### src/rtl/lr_pkg.sv
// Package for the line rasterizer: default widths and the command/status
// structs that join the controller and the datapath. No dependencies.
`default_nettype none

package lr_pkg;

	localparam int COORD_BITS_DEF = 6;
	localparam int COLOR_BITS     = 32;

	typedef struct packed {
		logic load;
		logic div_step;
		logic fix;
		logic advance;
	} lr_cmd_t;

	typedef struct packed {
		logic general;
		logic last;
	} lr_sts_t;

endpackage

`default_nettype wire

### src/rtl/lr_seg_if.sv
// Segment request channel: valid/ready handshake with two endpoints and a color.
// Depends on lr_pkg for default widths.
`default_nettype none

interface lr_seg_if #(
	parameter int COORD_BITS = lr_pkg::COORD_BITS_DEF
);
	logic                           valid;
	logic                           ready;
	logic [COORD_BITS-1:0]          start_x;
	logic [COORD_BITS-1:0]          start_y;
	logic [COORD_BITS-1:0]          end_x;
	logic [COORD_BITS-1:0]          end_y;
	logic [lr_pkg::COLOR_BITS-1:0]  line_color;

	modport source (output valid, start_x, start_y, end_x, end_y, line_color, input ready);
	modport sink   (input valid, start_x, start_y, end_x, end_y, line_color, output ready);
endinterface

`default_nettype wire

### src/rtl/lr_pix_if.sv
// Pixel request channel: valid/ready handshake with coordinates, color and last flag.
// Depends on lr_pkg for default widths.
`default_nettype none

interface lr_pix_if #(
	parameter int COORD_BITS = lr_pkg::COORD_BITS_DEF
);
	logic                           valid;
	logic                           ready;
	logic [COORD_BITS-1:0]          pixel_x;
	logic [COORD_BITS-1:0]          pixel_y;
	logic [lr_pkg::COLOR_BITS-1:0]  pixel_color;
	logic                           last_pixel;

	modport source (output valid, pixel_x, pixel_y, pixel_color, last_pixel, input ready);
	modport sink   (input valid, pixel_x, pixel_y, pixel_color, last_pixel, output ready);
endinterface

`default_nettype wire

### src/rtl/line_rasterizer.sv
// Line rasterizer top level: joins the segment and pixel channels to the
// controller and datapath. Depends on lr_pkg, lr_seg_if, lr_pix_if, lr_ctrl, lr_datapath.
//
// Usage:
//   segment: one request per line, two endpoints and a color. It is taken only
//   while the block is idle, i.e. after the last pixel of the previous line left.
//   pixel:   one request per pixel, with last_pixel set on the final one.
// Timing:
//   Horizontal, vertical and single-point lines: after the segment is taken,
//   the controller passes through ST_DIVIDE without dividing and offers the
//   first pixel in ST_EMIT. Sloped lines first run the slope through a
//   restoring divider, one quotient bit per cycle, then pass ST_FIX before
//   the first pixel is offered in ST_EMIT. Pixels then follow at one per
//   cycle while ready is high; a line has at most 2^COORD_BITS - 1.
// Reset:
//   arst_n clears the controller to idle; any line in flight is dropped.
// Stall:
//   While the pixel receiver holds ready low, the current pixel holds on the
//   port and stepping stops; no pixel is lost or repeated.
`default_nettype none

module line_rasterizer #(
	parameter int COORD_BITS = lr_pkg::COORD_BITS_DEF
) (
	input wire logic clk,
	input wire logic arst_n,
	lr_seg_if.sink   segment,
	lr_pix_if.source pixel
);

	lr_pkg::lr_cmd_t cmd;
	lr_pkg::lr_sts_t sts;

	lr_ctrl #(
		.COORD_BITS (COORD_BITS)
	) u_ctrl (
		.clk       (clk),
		.arst_n    (arst_n),
		.seg_valid (segment.valid),
		.seg_ready (segment.ready),
		.pix_valid (pixel.valid),
		.pix_ready (pixel.ready),
		.sts       (sts),
		.cmd       (cmd)
	);

	lr_datapath #(
		.COORD_BITS (COORD_BITS)
	) u_datapath (
		.clk         (clk),
		.cmd         (cmd),
		.sts         (sts),
		.start_x     (segment.start_x),
		.start_y     (segment.start_y),
		.end_x       (segment.end_x),
		.end_y       (segment.end_y),
		.line_color  (segment.line_color),
		.pixel_x     (pixel.pixel_x),
		.pixel_y     (pixel.pixel_y),
		.pixel_color (pixel.pixel_color),
		.last_pixel  (pixel.last_pixel)
	);

endmodule

`default_nettype wire

### src/rtl/lr_ctrl.sv
// Line rasterizer controller: sequences load, slope division, fixup and pixel emission.
// Depends on lr_pkg for the command and status structs.
`default_nettype none

module lr_ctrl #(
	parameter int COORD_BITS = lr_pkg::COORD_BITS_DEF
) (
	input  wire logic            clk,
	input  wire logic            arst_n,
	input  wire logic            seg_valid,
	output logic                 seg_ready,
	output logic                 pix_valid,
	input  wire logic            pix_ready,
	input  wire lr_pkg::lr_sts_t sts,
	output lr_pkg::lr_cmd_t      cmd
);

	localparam int CW = $clog2(COORD_BITS);

	typedef enum logic [3:0] {
		ST_IDLE   = 4'b0001,
		ST_DIVIDE = 4'b0010,
		ST_FIX    = 4'b0100,
		ST_EMIT   = 4'b1000
	} state_t;

	state_t        state_q, state_d;
	logic [CW-1:0] cnt_q, cnt_d;

	always_comb begin
		state_d   = state_q;
		cnt_d     = cnt_q;
		cmd       = '0;
		seg_ready = 1'b0;
		pix_valid = 1'b0;
		case (state_q)
			ST_IDLE: begin
				seg_ready = 1'b1;
				if (seg_valid) begin
					cmd.load = 1'b1;
					cnt_d    = '0;
					state_d  = ST_DIVIDE;
				end
			end
			ST_DIVIDE: begin
				if (!sts.general) begin
					state_d = ST_EMIT;
				end else begin
					cmd.div_step = 1'b1;
					if (cnt_q == CW'(COORD_BITS - 1)) begin
						state_d = ST_FIX;
					end else begin
						cnt_d = cnt_q + CW'(1);
					end
				end
			end
			ST_FIX: begin
				cmd.fix = 1'b1;
				state_d = ST_EMIT;
			end
			ST_EMIT: begin
				pix_valid = 1'b1;
				if (pix_ready) begin
					cmd.advance = 1'b1;
					if (sts.last) begin
						state_d = ST_IDLE;
					end
				end
			end
			default: begin
				state_d = ST_IDLE;
			end
		endcase
	end

	always_ff @(posedge clk or negedge arst_n) begin
		if (!arst_n) begin
			state_q <= ST_IDLE;
			cnt_q   <= '0;
		end else begin
			state_q <= state_d;
			cnt_q   <= cnt_d;
		end
	end

endmodule

`default_nettype wire

### src/rtl/lr_datapath.sv
// Line rasterizer datapath: segment setup, restoring slope divider and
// the incremental pixel stepper. Depends on lr_pkg for structs and widths.
`default_nettype none

module lr_datapath #(
	parameter int COORD_BITS = lr_pkg::COORD_BITS_DEF
) (
	input  wire logic                          clk,
	input  wire lr_pkg::lr_cmd_t               cmd,
	output lr_pkg::lr_sts_t                    sts,
	input  wire logic [COORD_BITS-1:0]         start_x,
	input  wire logic [COORD_BITS-1:0]         start_y,
	input  wire logic [COORD_BITS-1:0]         end_x,
	input  wire logic [COORD_BITS-1:0]         end_y,
	input  wire logic [lr_pkg::COLOR_BITS-1:0] line_color,
	output logic [COORD_BITS-1:0]              pixel_x,
	output logic [COORD_BITS-1:0]              pixel_y,
	output logic [lr_pkg::COLOR_BITS-1:0]      pixel_color,
	output logic                               last_pixel
);

	localparam int C = COORD_BITS;

	logic [lr_pkg::COLOR_BITS-1:0] color_q;
	logic [C-1:0]  x_q, y_q, count_q, adx_q, rem_q, quo_q;
	logic [C:0]    r_q, twoadx_q, rstep_q;
	logic signed [C:0] qstep_q;
	logic          xmove_q, xneg_q, dyneg_q, general_q;

	logic          x_lt, y_lt, xeq, yeq;
	logic [C-1:0]  dxa, dya;
	logic [C:0]    trial;
	logic          trial_ge;
	logic [C-1:0]  rem_next;
	logic signed [C:0] fix_q;
	logic [C-1:0]  fix_rm;
	logic [C+1:0]  rsum;
	logic          carry;
	logic [C:0]    y_sum;
	logic [C-1:0]  x_next;

	always_comb begin
		x_lt = start_x < end_x;
		y_lt = start_y < end_y;
		xeq  = start_x == end_x;
		yeq  = start_y == end_y;
		dxa  = x_lt ? end_x - start_x : start_x - end_x;
		dya  = y_lt ? end_y - start_y : start_y - end_y;
	end

	always_comb begin
		trial    = {rem_q, quo_q[C-1]};
		trial_ge = trial >= {1'b0, adx_q};
		rem_next = trial_ge ? C'(trial - {1'b0, adx_q}) : trial[C-1:0];
	end

	always_comb begin
		if (!dyneg_q) begin
			fix_q  = $signed({1'b0, quo_q});
			fix_rm = rem_q;
		end else if (rem_q == '0) begin
			fix_q  = -$signed({1'b0, quo_q});
			fix_rm = '0;
		end else begin
			fix_q  = -$signed({1'b0, quo_q} + (C+1)'(1));
			fix_rm = adx_q - rem_q;
		end
	end

	always_comb begin
		rsum   = {1'b0, r_q} + {1'b0, rstep_q};
		carry  = general_q && (rsum >= {1'b0, twoadx_q});
		y_sum  = {1'b0, y_q} + qstep_q + {{C{1'b0}}, carry};
		if (!xmove_q) begin
			x_next = x_q;
		end else if (xneg_q) begin
			x_next = x_q - C'(1);
		end else begin
			x_next = x_q + C'(1);
		end
	end

	always_ff @(posedge clk) begin
		if (cmd.load) begin
			color_q   <= line_color;
			adx_q     <= dxa;
			rem_q     <= '0;
			quo_q     <= dya;
			dyneg_q   <= end_y < start_y;
			general_q <= !xeq && !yeq;
			r_q       <= {1'b0, dxa};
			twoadx_q  <= {dxa, 1'b0};
			rstep_q   <= '0;
			if (xeq && yeq) begin
				x_q     <= end_x;
				y_q     <= end_y;
				count_q <= C'(1);
				xmove_q <= 1'b0;
				xneg_q  <= 1'b0;
				qstep_q <= '0;
			end else if (yeq) begin
				x_q     <= x_lt ? start_x : end_x;
				y_q     <= start_y;
				count_q <= dxa;
				xmove_q <= 1'b1;
				xneg_q  <= 1'b0;
				qstep_q <= '0;
			end else if (xeq) begin
				x_q     <= start_x;
				y_q     <= y_lt ? start_y : end_y;
				count_q <= dya;
				xmove_q <= 1'b0;
				xneg_q  <= 1'b0;
				qstep_q <= (C+1)'(1);
			end else begin
				x_q     <= start_x;
				y_q     <= start_y;
				count_q <= dxa;
				xmove_q <= 1'b1;
				xneg_q  <= !x_lt;
				qstep_q <= '0;
			end
		end else if (cmd.div_step) begin
			rem_q <= rem_next;
			quo_q <= {quo_q[C-2:0], trial_ge};
		end else if (cmd.fix) begin
			qstep_q <= fix_q;
			rstep_q <= {fix_rm, 1'b0};
		end else if (cmd.advance) begin
			x_q     <= x_next;
			y_q     <= y_sum[C-1:0];
			r_q     <= carry ? (C+1)'(rsum - {1'b0, twoadx_q}) : rsum[C:0];
			count_q <= count_q - C'(1);
		end
	end

	assign sts.general = general_q;
	assign sts.last    = count_q == C'(1);

	assign pixel_x     = x_q;
	assign pixel_y     = y_q;
	assign pixel_color = color_q;
	assign last_pixel  = count_q == C'(1);

endmodule

`default_nettype wire
### src/flat_wrapper.sv
// flat-port wrapper written by rule: the top's interface ports become plain ports
module line_rasterizer_flat 
#(
	parameter int COORD_BITS = lr_pkg::COORD_BITS_DEF
)
  (clk, arst_n, segment_valid, segment_start_x, segment_start_y, segment_end_x, segment_end_y, segment_line_color, segment_ready, pixel_valid, pixel_pixel_x, pixel_pixel_y, pixel_pixel_color, pixel_last_pixel, pixel_ready);
  lr_seg_if #(.COORD_BITS(COORD_BITS)) segment_i ();
  lr_pix_if #(.COORD_BITS(COORD_BITS)) pixel_i ();
  input wire logic clk;
  input wire logic arst_n;
  input wire logic [$bits(segment_i.valid)-1:0] segment_valid;
  input wire logic [$bits(segment_i.start_x)-1:0] segment_start_x;
  input wire logic [$bits(segment_i.start_y)-1:0] segment_start_y;
  input wire logic [$bits(segment_i.end_x)-1:0] segment_end_x;
  input wire logic [$bits(segment_i.end_y)-1:0] segment_end_y;
  input wire logic [$bits(segment_i.line_color)-1:0] segment_line_color;
  output wire logic [$bits(segment_i.ready)-1:0] segment_ready;
  output wire logic [$bits(pixel_i.valid)-1:0] pixel_valid;
  output wire logic [$bits(pixel_i.pixel_x)-1:0] pixel_pixel_x;
  output wire logic [$bits(pixel_i.pixel_y)-1:0] pixel_pixel_y;
  output wire logic [$bits(pixel_i.pixel_color)-1:0] pixel_pixel_color;
  output wire logic [$bits(pixel_i.last_pixel)-1:0] pixel_last_pixel;
  input wire logic [$bits(pixel_i.ready)-1:0] pixel_ready;
  assign segment_i.valid = segment_valid;
  assign segment_i.start_x = segment_start_x;
  assign segment_i.start_y = segment_start_y;
  assign segment_i.end_x = segment_end_x;
  assign segment_i.end_y = segment_end_y;
  assign segment_i.line_color = segment_line_color;
  assign segment_ready = segment_i.ready;
  assign pixel_valid = pixel_i.valid;
  assign pixel_pixel_x = pixel_i.pixel_x;
  assign pixel_pixel_y = pixel_i.pixel_y;
  assign pixel_pixel_color = pixel_i.pixel_color;
  assign pixel_last_pixel = pixel_i.last_pixel;
  assign pixel_i.ready = pixel_ready;
  line_rasterizer #(.COORD_BITS(COORD_BITS)) u_core (.clk(clk), .arst_n(arst_n), .segment(segment_i), .pixel(pixel_i));
endmodule
### config.mk
export PLATFORM = sky130hd
export DESIGN_NAME = line_rasterizer_flat
export DESIGN_NICKNAME = d
export VERILOG_FILES = /design/src/rtl/lr_pkg.sv /design/src/rtl/lr_seg_if.sv /design/src/rtl/lr_pix_if.sv /design/src/rtl/line_rasterizer.sv /design/src/rtl/lr_ctrl.sv /design/src/rtl/lr_datapath.sv /design/src/flat_wrapper.sv
export SDC_FILE = /design/constraint.sdc
export NUM_CORES = 1
export LEC_CHECK = 0
export ABC_CLOCK_PERIOD_IN_PS = 4200
export BUFFER_PORTS_ARGS = -buffer_cell sky130_fd_sc_hd__buf_2
export CAP_MARGIN = 15
export CORE_MARGIN = 1
export CORE_UTILIZATION = 59
export CTS_BUF_LIST = sky130_fd_sc_hd__clkbuf_8
export CTS_CLUSTER_SIZE = 10
export DETAILED_ROUTE_END_ITERATION = 6
export PLACE_DENSITY = 0.83
export SLEW_MARGIN = 5
export SYNTH_ARGS = -nofsm -noshare
export SYNTH_HDL_FRONTEND = slang
export SYNTH_SLANG_ARGS = --single-unit
### constraint.sdc
create_clock -name clk -period 4.2 [get_ports clk]
set_input_delay 0.21 -clock clk [delete_from_list [all_inputs] [get_ports clk]]
set_output_delay 0.21 -clock clk [all_outputs]
set_load 0.05 [all_outputs]
After elaboration in Yosys (flattened, before gate mapping)
Index checks and enable logic that the tools add are counted.

Add/sub/neg operators: 17. Order comparisons: 5. Eq/ne operators: 16. Muxes and demuxes: 65. Bitwise operators: 2. Reduce and logical (&&, ||, !) cells: 20.

Operators with widths (count): $mux W6 (40); $sub A6 B6 Y6 (6); $mux W4 (5); $lt A6 B6 Y1 (3); $pmux W4 S4 (1); $mux W1 (14); $add A6 B1 Y6 const B (2); $eq A6 B6 Y1 (2); $neg A6 Y6 (2); $reduce_and A4 Y1 (3); $sub A6 B1 Y6 const B (2); $ne A2 B2 Y1 const B (5); $reduce_bool A2 Y1 (5); $mux W3 (3); $add A7 B7 Y8 (1); $ge A8 B7 Y1 (1); $ge A7 B6 Y1 (1); $mux W7 (1); $sub A7 B7 Y7 (1); $add A6 B1 Y6 (1); $add A6 B6 Y6 (1); $eq A6 B1 Y1 const B (1); $logic_not A6 Y1 (1); $pmux W3 S2 (1); 14 further kinds (22).

Register bits after elaboration: 98. Bits of input ports: 60. Logic and storage cells: 142.

Longest topological paths before layout
Depth in word-level cells: 8. Gate-level depth with buffers: 18.

Hierarchy
A second synthesis with hierarchy kept.

Cells, all modules: 626. Area total of the unflattened synthesis: 6542.5 um2.

Modules (own cells, without submodules): lr_datapath (times used 1, cells an instance 588, area an instance 6118.4 um2); lr_ctrl (times used 1, cells an instance 38, area an instance 424.2 um2).

Worst setup path before layout
No wires, ideal clock.

Path kind: reg2reg. From: register u_core.u_datapath.r_q[1]. To: register u_core.u_datapath.y_q[4] (netlist: u_core.u_datapath.pixel_y[4]) (data pin). Setup time: 0.269 ns. Arrival time: 3.599 ns. Required time: 3.931 ns. Slack: 0.332 ns. Cell stages (with the launch flop): 16. Buffers on the path: 0. Clock period less this slack: 3.868 ns. Cells stage by stage: edfxtp_1 ha_1 fa_1 ha_1 nor2b_1 o21a_1 o311a_1 o41ai_4 fa_1 fa_1 inv_1 a21o_1 a21oi_1 xnor2_1 nand2_1 o21ai_0.

Cells in the longest elaborated chain, start to end: 8.

Ends and longest elaborated chain: from (decl) (line lr_datapath.sv:26) `logic [C:0] r_q, twoadx_q, rstep_q;`; from (signal assigned) (line lr_datapath.sv:91) `r_q <= {1'b0, dxa};`; from (signal assigned) (line lr_datapath.sv:132) `r_q <= carry ? (C+1)'(rsum - {1'b0, twoadx_q}) : rsum[C:0];`; $add A7 B7 Y8 (line lr_datapath.sv:71) `rsum = {1'b0, r_q} + {1'b0, rstep_q};`; $ge A8 B7 Y1 (line lr_datapath.sv:72) `carry = general_q && (rsum >= {1'b0, twoadx_q});`; $logic_and A1 B1 Y1 (line lr_datapath.sv:72); $add A6 B1 Y6 (line lr_datapath.sv:73) `y_sum = {1'b0, y_q} + qstep_q + {{C{1'b0}}, carry};`; $mux W6 (line lr_datapath.sv:129) `end else if (cmd.advance) begin`; $mux W6 (line lr_datapath.sv:126) `end else if (cmd.fix) begin`; $mux W6 (line lr_datapath.sv:123) `end else if (cmd.div_step) begin`; $mux W6 (line lr_datapath.sv:84) `if (cmd.load) begin`; to (signal assigned) (line lr_datapath.sv:96) `y_q <= end_y;`; to (signal assigned) (line lr_datapath.sv:117) `y_q <= start_y;`; to (signal assigned) (line lr_datapath.sv:131) `y_q <= y_sum[C-1:0];`; to (decl) (line lr_datapath.sv:25) `logic [C-1:0] x_q, y_q, count_q, adx_q, rem_q, quo_q;`.

No other way between the ends. The select of a mux whose other input is x is not followed. A chain may end at the register's enable or synchronous reset.

Worst setup path after layout
Same ends and word-level chain as after synthesis.

==> flow_metrics.env <==
export IMPL_outcome="complete, no violations"
export IMPL_yosys_warnings=0
export IMPL_routedLengthMet1_um=6690
export IMPL_cp_start_kind="flip-flop"
export IMPL_wl_um=16700
export IMPL_final_layout_size_suffix_gt1_frac=0.193
export IMPL_postLayoutCoreUtil=0.720
export IMPL_synth_sequential_area_ratio=0.424
export IMPL_clock_sinks=98
export IMPL_cts_buffers_inserted=9
export IMPL_maxUsedRoutingLayer="met4"
export IMPL_maxSlewHeadroom=0.412
export IMPL_ys_dominant_reg_cell="sky130_fd_sc_hd__edfxtp_1"
export IMPL_flow_area_growth_from_synthesis_pct=19.2
export IMPL_setup_total_negative_slack_ns=0
export IMPL_grt_remaining_overflow=0
export IMPL_mappedNetlistNets=778
export IMPL_detailroute_via_count=5538
export IMPL_clk_pin_slew_ns=0.11
export IMPL_timing_rr_start="u_core.u_datapath.r_q[1]$_DFFE_PP_"
export IMPL_post_dp_hpwl_um=11800
export IMPL_rows=38
export IMPL_final_hold_viol_count=0
export IMPL_wl_met2_um=8500
export IMPL_async_flop_share=0.0714
export IMPL_yosys_top_cells_area="sky130_fd_sc_hd__edfxtp_1 (36%), sky130_fd_sc_hd__ha_1 (11%), sky130_fd_sc_hd__inv_1 (4.1%)"
export IMPL_synth_top_cells_by_count="sky130_fd_sc_hd__edfxtp_1 (78), sky130_fd_sc_hd__inv_1 (71), sky130_fd_sc_hd__ha_1 (59)"
export IMPL_achievable_frequency_mhz=251
export IMPL_yosysUniqueCellTypes=71
export IMPL_hold_path_depth=1
export IMPL_cts_htree_levels=3
export IMPL_p_per_area_nw_per_um2=688
export IMPL_worstRegToRegCells=18
export IMPL_max_cap_violations=0
export IMPL_globalplace_congestion=0.910
export IMPL_floorplan_initialDensity=0.604
export IMPL_synth_cells=648
export IMPL_flip_flop_and_latch_count_after_synthesis=98
export IMPL_preCtsSetupSlack_ns=0.217
export IMPL_final_net_count=919
export IMPL_routed_wl_met3_um=1090
export IMPL_buffer_type_at_the_clock_tree_root="sky130_fd_sc_hd__clkbuf_8"
export IMPL_switching_share_of_power=0.462
export IMPL_finalNonFillerCells=934
export IMPL_clock_power_share=0.127
export IMPL_groute_usage_overall=0.294
export IMPL_number_of_top_level_pins=107
export IMPL_antenna_cells_inserted=0
export IMPL_max_root_sink_buffers=2
export IMPL_synth_avg_cell_area_um2=10.1
export IMPL_clock_skew_final_ns=0.0177
export IMPL_leakage_nw=3.43
export IMPL_placed_cells=885
export IMPL_timing_critical_path_fanout_max=3
export IMPL_crit_reg2reg_capture="u_core.u_datapath.pixel_y[4]$_DFFE_PP_"
export IMPL_setup_viol=0
export IMPL_whs_ns=0.0289
export IMPL_peakVddDrop_uv=531
export IMPL_power_frac_comb=0.554
export IMPL_seq_power_share=0.319
export IMPL_synth_area_leader_cell="sky130_fd_sc_hd__edfxtp_1"
export IMPL_yosys_area_top_type_share=0.358
export IMPL_yosysMostFrequentCell="sky130_fd_sc_hd__edfxtp_1"
export IMPL_tritoncts="built"
export IMPL_die_outline_area_um2=11500
export IMPL_fin_ws_ns=0.221
export IMPL_net_switching_mw=2.48
export IMPL_worstHoldStart="segment_line_color[27]"
export IMPL_total_power_mw=5.37
export IMPL_timing_hold_worst_endpoint="u_core.u_datapath.pixel_color[27]$_DFFE_PP_"
export IMPL_timing_critical_path_cells="ha_1 -> fa_1 -> a21oi_2 -> nand2b_1 -> a21oi_2 -> ha_1 -> nor2_1 -> nand2_1 -> o311a_1 -> o41ai_4 -> fa_2 -> fa_2 -> inv_1 -> a21o_1 -> a21oi_1 -> xnor2_1 -> nand2_1 -> o21ai_0"
export IMPL_drcViolationCount=0
export IMPL_hold_path_class="in2reg"
export IMPL_global_route_wire_length_before_repair_um=26000
export IMPL_layout_cell_area_non_filler_um2=7800
export IMPL_firstDrtPassIters=7
export IMPL_clk_insertion_delay_late_ns=0.38
export IMPL_setup_worst_path_end_class="flip-flop"
export IMPL_worst_path_max_delay_cell="sky130_fd_sc_hd__fa_1"
export IMPL_finalCriticalPeriod_ns=3.98
export IMPL_cp_data_required_time_ns=4.32
export IMPL_internal_power_mw=2.89
export IMPL_vias_in_the_first_global_route=5420
export IMPL_cp_slowest_stage_delay_ns=0.42
export IMPL_detail_route_antenna_nets=0
export IMPL_wl_per_cell_um=17.9
export IMPL_number_of_flops_mapped_to_enable_cells_by_yosys=78
export IMPL_worst_slew_pin_slew_ns=0.881
export IMPL_arrival_time_at_the_worst_endpoint_ns=4.10
export IMPL_syn_cell_area_um2=6550
export IMPL_grt_max_degree=44
export IMPL_final_period_utilization=0.947
export IMPL_drt_vias_per_instance=5.93
export IMPL_fp_dieH_um=107
export IMPL_first_iter_violations=439
export IMPL_regToRegSetupSlack_ns=0.22
export IMPL_placed_cell_area_um2=7240
export IMPL_port_buffers=106
export IMPL_timing_final_max_slew_violations=0
export IMPL_timing_setup_critical_path_class="reg2reg"
export IMPL_core_area_um2=10800
export IMPL_initial_antenna_violation_count=0
export IMPL_die_w_um=107
-- per-layer routing --
layer,vias up,GRT usage
met3,42,0.0642
li1,2618,-
met5,-,0
met2,253,0.510
met4,0,0.115
met1,2625,0.357
-- worst max-delay path, delay by kind of cell, from the launching register on --
family                   cells  cell delay (ns)
adder cells (fa/ha/maj)      5             1.43
flip-flops                   1             0.38
AND/OR/NAND/NOR              4             0.42
XOR/XNOR                     1             0.10
AO/OA/AOI/OAI                7             1.32
buffers and inverters        1             0.07
-- placed cells by master, fill, tap and decap left out, types with 3 or more instances in the layout --
cell type                       synthesis  final
sky130_fd_sc_hd__buf_2                  4    106
sky130_fd_sc_hd__mux2i_1               17     17
sky130_fd_sc_hd__a2111oi_0              3      3
sky130_fd_sc_hd__nor2_1                48     48
sky130_fd_sc_hd__nor2b_1               11     11
sky130_fd_sc_hd__a31oi_1                3      3
sky130_fd_sc_hd__o211ai_1               8      8
sky130_fd_sc_hd__dfxtp_1               13     13
sky130_fd_sc_hd__and2_1                 3      3
sky130_fd_sc_hd__dfrtp_1                6      6
sky130_fd_sc_hd__o21a_1                12     12
sky130_fd_sc_hd__fa_1                  11      9
sky130_fd_sc_hd__nor3_1                16     16
sky130_fd_sc_hd__xor2_1                 9      9
sky130_fd_sc_hd__nand3_1                9      9
sky130_fd_sc_hd__inv_8                  0      3
sky130_fd_sc_hd__clkbuf_8               0      9
sky130_fd_sc_hd__a21oi_1               39     37
sky130_fd_sc_hd__ha_1                  59     59
sky130_fd_sc_hd__o21bai_1               5      5
sky130_fd_sc_hd__nand2_1               49     49
sky130_fd_sc_hd__o311ai_0               4      4
sky130_fd_sc_hd__a211oi_1              14     14
sky130_fd_sc_hd__buf_4                  0      9
sky130_fd_sc_hd__a21oi_2                2      4
sky130_fd_sc_hd__and3_1                 5      5
sky130_fd_sc_hd__o21ai_0               37     37
sky130_fd_sc_hd__or2_2                  4      4
sky130_fd_sc_hd__dlygate4sd3_1          0     32
sky130_fd_sc_hd__nor4_1                 3      3
sky130_fd_sc_hd__a21o_1                11     11
sky130_fd_sc_hd__inv_1                 71     71
sky130_fd_sc_hd__xnor2_1               25     25
sky130_fd_sc_hd__edfxtp_1              78     78
sky130_fd_sc_hd__nor4b_1                5      4
-- logic make-up (layout without fill, tap and decap cells) --
family          after synthesis  after routing  synth area share
flops                        98             98             0.424
simple gates                171            171             0.127
mux                          19             19            0.0306
xor+xnor                     34             34            0.0455
fa+ha+maj                    70             70             0.146
buf+inv                      89            235            0.0529
compound gates              167            167             0.173
-- cell type report --
| type | count | area, um2 |
|---|---|---|
| Clock buffer | 9 | 124 |
| Clock inverter | 7 | 96.3 |
| Fill cell | 777 | 3040 |
| Inverter | 72 | 270 |
| Multi-Input combinational cell | 461 | 3440 |
| Sequential cell | 98 | 2780 |
| Tap cell | 140 | 175 |
| Timing Repair Buffer | 147 | 918 |
-- flip-flops by register name, summed over array words and instances, names as in the netlist, 3 cells and up --
register                       count
u_core.u_datapath.qstep_q          6
u_core.u_datapath.pixel_y          6
u_core.u_datapath.rstep_q          6
u_core.u_datapath.quo_q            6
u_core.u_ctrl.state_q              4
u_core.u_datapath.pixel_x          6
u_core.u_datapath.r_q              7
u_core.u_datapath.count_q          6
u_core.u_ctrl.cnt_q                3
u_core.u_datapath.twoadx_q         6
u_core.u_datapath.pixel_color     32
u_core.u_datapath.rem_q            6
-- power groups by stage --
stage,Sequential [mW],Clock (mW),Combinational (mW)
after CTS,1.70,0.686,2.91
after floorplan,2.06,0,1.83
final,1.71,0.679,2.98
after detailed placement,1.72,0,2.85
after global routing,1.75,0.716,3.25
after global placement,1.71,0,2.75
-- repair_timing --
item	4_1_cts	5_1_grt
buffers inserted	0	1
setup endpoints to repair	0	2
endpoints found under the hold margin	36	2
hold buffers	30	2
gates resized for setup	0	4
-- worst max-delay path by stage --
stage,from,to,slack (ns),cells past startpoint
2_1_floorplan,u_core.u_datapath.r_q[1]$_DFFE_PP_,u_core.u_datapath.pixel_y[4]$_DFFE_PP_,0.33,15
3_3_place_gp,u_core.u_datapath.r_q[2]$_DFFE_PP_,u_core.u_datapath.pixel_y[4]$_DFFE_PP_,0.36,16
3_5_place_dp,u_core.u_datapath.r_q[2]$_DFFE_PP_,u_core.u_datapath.pixel_y[4]$_DFFE_PP_,0.22,16
4_1_cts,u_core.u_datapath.r_q[1]$_DFFE_PP_,u_core.u_datapath.pixel_y[4]$_DFFE_PP_,0.21,18
5_1_grt,u_core.u_datapath.r_q[1]$_DFFE_PP_,u_core.u_datapath.pixel_y[4]$_DFFE_PP_,-0.02,18
6_report,u_core.u_datapath.r_q[1]$_DFFE_PP_,u_core.u_datapath.pixel_y[4]$_DFFE_PP_,0.22,18
Note: power is estimated with default switching activity, not from simulation.
